### config.mk
export PLATFORM = sky130hd
export DESIGN_NAME = triangle_patch_splitter
export DESIGN_NICKNAME = d
export VERILOG_FILES = /design/src/sv/tps_pkg.sv /design/src/sv/tps_ram.sv /design/src/sv/tps_ctrl.sv /design/src/sv/tps_dp.sv /design/src/sv/triangle_patch_splitter.sv
export VERILOG_INCLUDE_DIRS = /design/src /design/src/sv
export SDC_FILE = /design/constraint.sdc
export NUM_CORES = 2
export LEC_CHECK = 0
export BUFFER_PORTS_ARGS = -buffer_cell sky130_fd_sc_hd__buf_2
export CAP_MARGIN = 15
export CORE_MARGIN = 8
export CORE_UTILIZATION = 40
export DETAILED_ROUTE_END_ITERATION = 7
export GPL_ROUTABILITY_DRIVEN = 0
export PLACE_DENSITY = 0.62
export SETUP_SLACK_MARGIN = 0.3
export SKIP_LAST_GASP = 1
export SYNTH_ARGS = -nofsm -noshare
export SYNTH_HDL_FRONTEND = slang
export SYNTH_SLANG_ARGS = --single-unit
### constraint.sdc
create_clock -name i_clk -period 6.4 [get_ports i_clk]
set_input_delay 0.96 -clock i_clk [delete_from_list [all_inputs] [get_ports i_clk]]
set_output_delay 0.96 -clock i_clk [all_outputs]
set_load 0.01 [all_outputs]
### src/sv/triangle_patch_splitter_assert.svh
// Assertion macros shared by the triangle patch splitter RTL.
// Expects i_clk and i_rst_n in the scope of each use.
`ifndef TRIANGLE_PATCH_SPLITTER_ASSERT_SVH
`define TRIANGLE_PATCH_SPLITTER_ASSERT_SVH

// Check a consequence in the same cycle as its antecedent.
`define TPS_ASSERT_SAME(lbl, ante, cons, msg) \
    lbl: assert property (@(posedge i_clk) disable iff (!i_rst_n) (ante) |-> (cons)) \
        else $error(msg);

// Check a consequence in the cycle after its antecedent.
`define TPS_ASSERT_NEXT(lbl, ante, cons, msg) \
    lbl: assert property (@(posedge i_clk) disable iff (!i_rst_n) (ante) |=> (cons)) \
        else $error(msg);

`endif

### src/sv/tps_pkg.sv
// Package of the triangle patch splitter: field widths, constants and the
// command and status structs between controller and datapath. No dependencies.
`default_nettype none

package tps_pkg;

    localparam int IDX_W     = 32;
    localparam int CFG_W     = 7;
    localparam int OFS_STEP  = 3;
    localparam int LIM_MIN   = 4;
    localparam logic [CFG_W-1:0] LIM_RESET = 7'd32;

    typedef struct packed {
        logic accept;
        logic search;
        logic decide;
        logic emit_lead;
        logic emit_rst;
        logic ins_a;
        logic ins_b;
        logic ins_c;
        logic emit_end;
    } t_dp_cmd;

    typedef struct packed {
        logic search_done;
        logic restart;
        logic first;
        logic last;
        logic out_free;
    } t_dp_sts;

endpackage

`default_nettype wire

### src/sv/tps_ram.sv
// Generic single-write, single-read RAM with registered read data.
// No dependencies.
`default_nettype none

module tps_ram #(
    parameter int WIDTH = 32,
    parameter int DEPTH = 64,
    localparam int AW = (DEPTH > 1) ? $clog2(DEPTH) : 1
) (
    input  wire logic             i_clk,
    input  wire logic             i_we,
    input  wire logic [AW-1:0]    i_waddr,
    input  wire logic [WIDTH-1:0] i_wdata,
    input  wire logic             i_re,
    input  wire logic [AW-1:0]    i_raddr,
    output logic      [WIDTH-1:0] o_rdata
);

    logic [WIDTH-1:0] r_mem [DEPTH];
    logic [WIDTH-1:0] r_rdata;

    always_ff @(posedge i_clk) begin
        if (i_we) begin
            r_mem[i_waddr] <= i_wdata;
        end
        if (i_re) begin
            r_rdata <= r_mem[i_raddr];
        end
    end

    assign o_rdata = r_rdata;

endmodule

`default_nettype wire

### src/sv/tps_ctrl.sv
// Controller of the triangle patch splitter: sequences search, decision,
// result transfers and store insertion. Depends on tps_pkg.
`default_nettype none

module tps_ctrl
    import tps_pkg::*;
(
    input  wire logic    i_clk,
    input  wire logic    i_rst_n,
    input  wire logic    i_s_valid,
    output logic         o_s_ready,
    input  wire t_dp_sts i_sts,
    output t_dp_cmd      o_cmd
);

    typedef enum logic [8:0] {
        S_IDLE      = 9'b000000001,
        S_SEARCH    = 9'b000000010,
        S_DECIDE    = 9'b000000100,
        S_EMIT_LEAD = 9'b000001000,
        S_EMIT_RST  = 9'b000010000,
        S_INS_A     = 9'b000100000,
        S_INS_B     = 9'b001000000,
        S_INS_C     = 9'b010000000,
        S_EMIT_END  = 9'b100000000
    } t_state;

    t_state r_state;
    t_state n_state;

    always_comb begin
        n_state = r_state;
        o_cmd   = '0;
        unique case (r_state)
            S_IDLE: begin
                if (i_s_valid) begin
                    o_cmd.accept = 1'b1;
                    n_state      = S_SEARCH;
                end
            end
            S_SEARCH: begin
                o_cmd.search = 1'b1;
                if (i_sts.search_done) begin
                    n_state = S_DECIDE;
                end
            end
            S_DECIDE: begin
                o_cmd.decide = 1'b1;
                n_state      = S_EMIT_LEAD;
            end
            S_EMIT_LEAD: begin
                if (!i_sts.first) begin
                    n_state = i_sts.restart ? S_EMIT_RST : S_INS_A;
                end else if (i_sts.out_free) begin
                    o_cmd.emit_lead = 1'b1;
                    n_state         = i_sts.restart ? S_EMIT_RST : S_INS_A;
                end
            end
            S_EMIT_RST: begin
                if (i_sts.out_free) begin
                    o_cmd.emit_rst = 1'b1;
                    n_state        = S_INS_A;
                end
            end
            S_INS_A: begin
                o_cmd.ins_a = 1'b1;
                n_state     = S_INS_B;
            end
            S_INS_B: begin
                o_cmd.ins_b = 1'b1;
                n_state     = S_INS_C;
            end
            S_INS_C: begin
                o_cmd.ins_c = 1'b1;
                n_state     = i_sts.last ? S_EMIT_END : S_IDLE;
            end
            S_EMIT_END: begin
                if (i_sts.out_free) begin
                    o_cmd.emit_end = 1'b1;
                    n_state        = S_IDLE;
                end
            end
            default: begin
                n_state = S_IDLE;
            end
        endcase
    end

    always_ff @(posedge i_clk) begin
        if (!i_rst_n) begin
            r_state <= S_IDLE;
        end else begin
            r_state <= n_state;
        end
    end

    assign o_s_ready = (r_state == S_IDLE);

endmodule

`default_nettype wire

### src/sv/tps_dp.sv
// Datapath of the triangle patch splitter: vertex store, counters, offset,
// limit register and output register. Depends on tps_pkg, tps_ram and the macros.
`default_nettype none
`include "triangle_patch_splitter_assert.svh"

module tps_dp
    import tps_pkg::*;
#(
    parameter int MAX_PATCH_VERTS = 64
) (
    input  wire logic               i_clk,
    input  wire logic               i_rst_n,
    input  wire logic               i_cfg_we,
    input  wire logic [CFG_W-1:0]   i_cfg_wdata,
    input  wire logic [IDX_W-1:0]   i_index_a,
    input  wire logic [IDX_W-1:0]   i_index_b,
    input  wire logic [IDX_W-1:0]   i_index_c,
    input  wire logic               i_last,
    input  wire t_dp_cmd            i_cmd,
    output t_dp_sts                 o_sts,
    output logic                    o_m_tvalid,
    input  wire logic               i_m_tready,
    output logic      [IDX_W-1:0]   o_m_offset,
    output logic                    o_m_is_end
);

    localparam int AW = $clog2(MAX_PATCH_VERTS);
    localparam int CW = $clog2(MAX_PATCH_VERTS + 1);
    localparam int KW = ((CW > CFG_W) ? CW : CFG_W) + 2;

    logic [CFG_W-1:0] r_limit_cfg;
    logic [IDX_W-1:0] r_a;
    logic [IDX_W-1:0] r_b;
    logic [IDX_W-1:0] r_c;
    logic             r_last;
    logic             r_hit_a;
    logic             r_hit_b;
    logic             r_hit_c;
    logic [CW-1:0]    r_idx;
    logic             r_rd_vld;
    logic [CW-1:0]    r_seen_cnt;
    logic [CW-1:0]    r_patch_cnt;
    logic [IDX_W-1:0] r_offset;
    logic             r_first;
    logic             r_restart;
    logic             r_out_vld;
    logic [IDX_W-1:0] r_out_offset;
    logic             r_out_end;

    logic [KW-1:0]    w_cfg_ext;
    logic [KW-1:0]    w_lim;
    logic [1:0]       w_unseen;
    logic             w_restart;
    logic             w_re;
    logic             w_we;
    logic [IDX_W-1:0] w_wdata;
    logic [IDX_W-1:0] w_rdata;
    logic             w_emit;
    logic             w_out_free;

    always_comb begin
        w_cfg_ext = KW'(r_limit_cfg);
        if (w_cfg_ext < KW'(LIM_MIN)) begin
            w_lim = KW'(LIM_MIN);
        end else if (w_cfg_ext > KW'(MAX_PATCH_VERTS)) begin
            w_lim = KW'(MAX_PATCH_VERTS);
        end else begin
            w_lim = w_cfg_ext;
        end
    end

    assign w_unseen  = {1'b0, ~r_hit_a} + {1'b0, ~r_hit_b} + {1'b0, ~r_hit_c};
    assign w_restart = ((KW'(r_patch_cnt) + KW'(OFS_STEP)) > w_lim)
                    || ((KW'(r_seen_cnt) + KW'(w_unseen)) >= w_lim);

    assign w_re = i_cmd.search && (r_idx != r_seen_cnt);

    always_comb begin
        w_we    = 1'b0;
        w_wdata = r_a;
        if (i_cmd.ins_a) begin
            w_we    = r_restart || !r_hit_a;
            w_wdata = r_a;
        end else if (i_cmd.ins_b) begin
            w_we    = !((r_hit_b && !r_restart) || (r_b == r_a));
            w_wdata = r_b;
        end else if (i_cmd.ins_c) begin
            w_we    = !((r_hit_c && !r_restart) || (r_c == r_a) || (r_c == r_b));
            w_wdata = r_c;
        end
    end

    tps_ram #(
        .WIDTH (IDX_W),
        .DEPTH (MAX_PATCH_VERTS)
    ) u_store (
        .i_clk   (i_clk),
        .i_we    (w_we),
        .i_waddr (r_seen_cnt[AW-1:0]),
        .i_wdata (w_wdata),
        .i_re    (w_re),
        .i_raddr (r_idx[AW-1:0]),
        .o_rdata (w_rdata)
    );

    assign w_emit     = i_cmd.emit_lead || i_cmd.emit_rst || i_cmd.emit_end;
    assign w_out_free = !r_out_vld || i_m_tready;

    always_ff @(posedge i_clk) begin
        if (i_cmd.accept) begin
            r_a    <= i_index_a;
            r_b    <= i_index_b;
            r_c    <= i_index_c;
            r_last <= i_last;
        end
        if (i_cmd.accept) begin
            r_hit_a <= 1'b0;
            r_hit_b <= 1'b0;
            r_hit_c <= 1'b0;
        end else if (r_rd_vld) begin
            if (w_rdata == r_a) r_hit_a <= 1'b1;
            if (w_rdata == r_b) r_hit_b <= 1'b1;
            if (w_rdata == r_c) r_hit_c <= 1'b1;
        end
        if (i_cmd.decide) begin
            r_restart <= w_restart;
        end
        if (i_cmd.emit_lead) begin
            r_out_offset <= '0;
            r_out_end    <= 1'b0;
        end else if (i_cmd.emit_rst) begin
            r_out_offset <= r_offset;
            r_out_end    <= 1'b0;
        end else if (i_cmd.emit_end) begin
            r_out_offset <= r_offset;
            r_out_end    <= 1'b1;
        end
    end

    always_ff @(posedge i_clk) begin
        if (!i_rst_n) begin
            r_limit_cfg <= LIM_RESET;
            r_idx       <= '0;
            r_rd_vld    <= 1'b0;
            r_seen_cnt  <= '0;
            r_patch_cnt <= '0;
            r_offset    <= '0;
            r_first     <= 1'b1;
            r_out_vld   <= 1'b0;
        end else begin
            if (i_cfg_we) begin
                r_limit_cfg <= i_cfg_wdata;
            end
            if (i_cmd.accept) begin
                r_idx <= '0;
            end else if (w_re) begin
                r_idx <= r_idx + CW'(1);
            end
            r_rd_vld <= w_re;
            if (i_cmd.decide && w_restart) begin
                r_seen_cnt  <= '0;
                r_patch_cnt <= '0;
            end else if (i_cmd.emit_end) begin
                r_seen_cnt  <= '0;
                r_patch_cnt <= '0;
            end else begin
                if (w_we) begin
                    r_seen_cnt <= r_seen_cnt + CW'(1);
                end
                if (i_cmd.ins_c) begin
                    r_patch_cnt <= r_patch_cnt + CW'(OFS_STEP);
                end
            end
            if (i_cmd.ins_c) begin
                r_offset <= r_offset + IDX_W'(OFS_STEP);
            end else if (i_cmd.emit_end) begin
                r_offset <= '0;
            end
            if (i_cmd.emit_lead) begin
                r_first <= 1'b0;
            end else if (i_cmd.emit_end) begin
                r_first <= 1'b1;
            end
            if (w_emit) begin
                r_out_vld <= 1'b1;
            end else if (i_m_tready) begin
                r_out_vld <= 1'b0;
            end
        end
    end

    assign o_sts.search_done = (r_idx == r_seen_cnt) && !r_rd_vld;
    assign o_sts.restart     = r_restart;
    assign o_sts.first       = r_first;
    assign o_sts.last        = r_last;
    assign o_sts.out_free    = w_out_free;

    assign o_m_tvalid = r_out_vld;
    assign o_m_offset = r_out_offset;
    assign o_m_is_end = r_out_end;

    `TPS_ASSERT_SAME(a_store_room, w_we, r_seen_cnt < CW'(MAX_PATCH_VERTS), "store written past depth")
    `TPS_ASSERT_SAME(a_emit_free, w_emit, !r_out_vld || i_m_tready, "result loaded over a pending transfer")
    `TPS_ASSERT_SAME(a_no_first_restart, i_cmd.decide && r_first, !w_restart, "restart on first triangle")
    `TPS_ASSERT_NEXT(a_end_rearms, i_cmd.emit_end, r_first && (r_seen_cnt == '0) && (r_offset == '0), "run not cleared after end")

endmodule

`default_nettype wire

### src/sv/triangle_patch_splitter.sv
// Top level of the triangle patch splitter: joins controller and datapath.
// Depends on tps_pkg, tps_ctrl, tps_dp (and tps_ram below it).
//
//   channel   direction  handshake                  payload
//   s_axis    in         tvalid/tready              tdata: index_a, index_b, index_c; tlast
//   m_axis    out        tvalid/tready              tdata: boundary_offset; tlast: is_end
//   cfg       in         we                         wdata: patch_vertex_limit
//
// Each triangle runs a linear search over the store's single read port, then the decision,
// any result transfers and the insert steps; no new triangle is taken until the last is through.
// Reset is synchronous, active low; the limit resets to 32, the store needs no clear.
// One output register holds a result; transfer states wait while it is stalled.
`default_nettype none

module triangle_patch_splitter
    import tps_pkg::*;
#(
    parameter int MAX_PATCH_VERTS = 64
) (
    input  wire logic                 i_clk,
    input  wire logic                 i_rst_n,
    input  wire logic                 i_cfg_we,
    input  wire logic [CFG_W-1:0]     i_cfg_wdata,
    input  wire logic                 i_s_axis_tvalid,
    output logic                      o_s_axis_tready,
    input  wire logic [3*IDX_W-1:0]   i_s_axis_tdata,  // index_a, index_b, index_c
    input  wire logic                 i_s_axis_tlast,  // last_triangle
    output logic                      o_m_axis_tvalid,
    input  wire logic                 i_m_axis_tready,
    output logic      [IDX_W-1:0]     o_m_axis_tdata,  // boundary_offset
    output logic                      o_m_axis_tlast   // is_end
);

    t_dp_cmd w_cmd;
    t_dp_sts w_sts;

    tps_ctrl u_ctrl (
        .i_clk     (i_clk),
        .i_rst_n   (i_rst_n),
        .i_s_valid (i_s_axis_tvalid),
        .o_s_ready (o_s_axis_tready),
        .i_sts     (w_sts),
        .o_cmd     (w_cmd)
    );

    tps_dp #(
        .MAX_PATCH_VERTS (MAX_PATCH_VERTS)
    ) u_dp (
        .i_clk       (i_clk),
        .i_rst_n     (i_rst_n),
        .i_cfg_we    (i_cfg_we),
        .i_cfg_wdata (i_cfg_wdata),
        .i_index_a   (i_s_axis_tdata[IDX_W-1:0]),
        .i_index_b   (i_s_axis_tdata[2*IDX_W-1:IDX_W]),
        .i_index_c   (i_s_axis_tdata[3*IDX_W-1:2*IDX_W]),
        .i_last      (i_s_axis_tlast),
        .i_cmd       (w_cmd),
        .o_sts       (w_sts),
        .o_m_tvalid  (o_m_axis_tvalid),
        .i_m_tready  (i_m_axis_tready),
        .o_m_offset  (o_m_axis_tdata),
        .o_m_is_end  (o_m_axis_tlast)
    );

endmodule

`default_nettype wire

==> metrics.csv <==
metric,value,unit
status,completed,
Yosys reg bits,2286,
Post-DRT Antenna Nets,0,
"Cell Area, Synth",0.0894,sq mm
later-pin clock latency in the skew report,840,ps
Most used DFF post-synth,edfxtp_1,
# H-tree levels,4,
Synth-to-Final Area Change,14.2,%
crit path cell chain,"nor3_1, and3_1, mux2i_1, o21ai_0, o32ai_2, buf_4, nand3_1, buf_4, nor2_4",
Worst EP required,6840,ps
Gate power share,0.024,
aggregate global routing overflow,0,
max-slew violations,0,
WL/cell,29.9,um
ratio of cells with drive above 1 in the final layout,0.303,
largest net degree at the start of global routing,119,
CTS resizes,0,
Static Leakage,30.9,nW
"FFs w/ async S/R, synth",0,
Syn. warnings,0,
synth cell count leaders,"2178 x edfxtp_1, 672 x mux4_2, 236 x nor2_1",
placed cell count,7134,
startpoint types,flop,
Iteration-0 DRC Markers,5489,
global-route wire length before repair,322,mm
total CTS buffers,217,
vias,43200,
IO buf count,143,
TritonRoute pass-1 iters,5,
"count leader, synth",edfxtp_1,
Nets,4515,
Final Non-Filler Cells,7555,
Max-slew headroom,0.201,
worst vdd ir,0.290,mV
Die Y-Extent,489,um
Peak Freq,218,MHz
CTS Hold Buffers Added,0,
Post-synth EDFFs,2178,
cell at the slowest stage of the critical path,nor2_4,
Synth area leader,edfxtp_1,
Crit. End Element,flop,
"Reg clk slew, reported paths",60,ps
postcts setup bufs,0,
Ports,144,
Final Core Density,0.459,
Power Dens Cells,293,mW/mm^2
Critical Path Fanout Max,32,
WL final,226,mm
"top cells by area, synth","edfxtp_1 73%, mux4_2 17%, dfxtp_1 2.4%",
clock share of power,0.419,
Post-route DRC,0,
Hold Crit Depth,1,
RSZ-0062 raised after global routing,no,
Final Cycle Share,0.718,
Net Sw Power,0.00620,W
Setup Skew,30.7,ps
die area,0.239,sq mm
clock period minus worst slack,4590,ps
Worst EP arrival,5040,ps
CP peak stage delay,880,ps
CP most frequent cell,buf_4,
vias per cell,5.72,
CTS root buf,clkbuf_16,
clk buf depth,3,
sw frac,0.207,
worst min-delay path class,in -> reg,
CTS tree,done,
initial core utilization,0.402,
detailed-placement wirelength estimate,144,mm
internal power,0.0237,W
"Seq/Total Area, Yosys",0.756,
top cell type's share of synthesized area,0.732,
Mapped Cells,4076,
worst-margin pin slew,1200,ps
DIE WIDTH,489,um
Synthesized Nets,4207,
total global-route track usage,0.185,
Fin. Hold Viols,0,
Tot Pwr,0.0299,W
post-synthesis cell type count,55,
initial antenna violation count,37,
CORE AREA,0.222,sq mm
power share of the sequential group,0.557,
syn avg cell area,21.9,sq um
worst hold margin,296,ps
critical path class,reg -> reg,
row cnt,173,
R2R depth,9,
CTS sink cnt,2286,
vias in the first global route,42500,
final setup fails,0,
Max Cap Violations,0,
Final TNS setup,0,ps
final cells by class:
type,count,area (sq um)
antenna,12,30.0
clock inverter,142,1190
fill,18400,120000
multi-input combinational,1569,21700
inverter,27,104
sequential,2286,67600
clock buffer,261,5690
timing repair buffer,283,2100
tap,2975,3720
power groups by stage:
stage                     Combinational [W]  Clock [W]  Sequential (W)
after detailed placement           0.000729          0          0.0169
after global placement             0.000715          0          0.0169
after floorplan                    0.000317          0          0.0170
after global routing               0.000774     0.0133          0.0166
final                              0.000730     0.0125          0.0166
after CTS                          0.000734     0.0127          0.0166
cells in the final DEF, fill, tap and decap left out, drive strengths merged, types with 15 or more instances in the layout:
cell,netlist,final
dfxtp,108,108
o22ai,32,32
nor2,236,236
mux2i,40,40
clkbuf,98,261
inv,27,34
ha,20,20
bufinv,0,16
nand4,42,42
clkinv,0,115
buf,96,283
mux4,672,672
nor4,34,34
xor2,126,126
xnor2,101,101
nand2,57,57
edfxtp,2178,2178
nand3,40,40
o21ai,15,15
a21oi,34,34
state kept, by name, indices dropped and copies added, names as in the netlist, 7 cells and up:
| register | cells |
|---|---|
| u_dp.r_seen_cnt | 7 |
| u_dp.r_a | 32 |
| u_dp.r_b | 32 |
| u_dp.r_patch_cnt | 7 |
| u_dp.u_store.r_mem | 2048 |
| u_dp.r_c | 32 |
| u_dp.r_limit_cfg | 7 |
| u_dp.r_idx | 7 |
| u_ctrl.r_state | 9 |
| u_dp.o_m_offset | 32 |
| u_dp.r_offset | 32 |
| u_dp.u_store.o_rdata | 32 |
worst paths after layout:
check | to | start | slack (ps)
worst max-delay path | u_dp.u_store.r_mem[30][30]$_DFFE_PP_ | u_ctrl.r_state[0]$_SDFFE_PN1P_ | 1810
worst min-delay path | u_dp.r_a[20]$_DFFE_PP_ | i_s_axis_tdata[20] | 300
worst max register to register | u_dp.u_store.r_mem[30][30]$_DFFE_PP_ | u_ctrl.r_state[0]$_SDFFE_PN1P_ | 1810
worst min register to register | u_dp.r_offset[31]$_SDFFE_PN0P_ | u_dp.r_offset[31]$_SDFFE_PN0P_ | 480
metal layers:
metal / vias to the layer above / track usage / routed length (um)
met4: 2 / 0.0452 / 5230
met1: 23400 / 0.275 / 97100
met3: 278 / 0.0391 / 19800
met5: - / 0 / 13
li1: 17700 / - / -
met2: 1896 / 0.283 / 104000
worst max-delay path, delay by kind of cell, from the launching register on:
family | cells | cell delay, ps
and+or+nand+nor | 4 | 2560
buffers and inverters | 2 | 770
DFF | 1 | 340
AOI/OAI and AO/OA | 2 | 250
muxes | 1 | 200
logic make-up (layout without fill, tap and decap cells):
kind of cell,count (synthesis),in the layout,synth area share
xor gates and xnor gates,227,227,0.0222
DFF,2286,2286,0.756
buffers and inverters,221,713,0.0105
AOI/OAI and AO/OA,118,118,0.00826
muxes,718,718,0.175
and+or+nand+nor,484,484,0.0256
adders and majority gates,22,22,0.00325
other,0,12,0
stage by stage:
| stage | setup slack [ps] | area (sq um) |
|---|---|---|
| 5_1_grt | 1510 | 102000 |
| 2_1_floorplan | 2560 | 89400 |
| 6_report | 1810 | 102000 |
| 3_3_place_gp | 2000 | 94900 |
| 4_1_cts | 1910 | 102000 |
| 3_5_place_dp | 1930 | 95000 |
No activity file was read; power rests on OpenSTA's default activity.
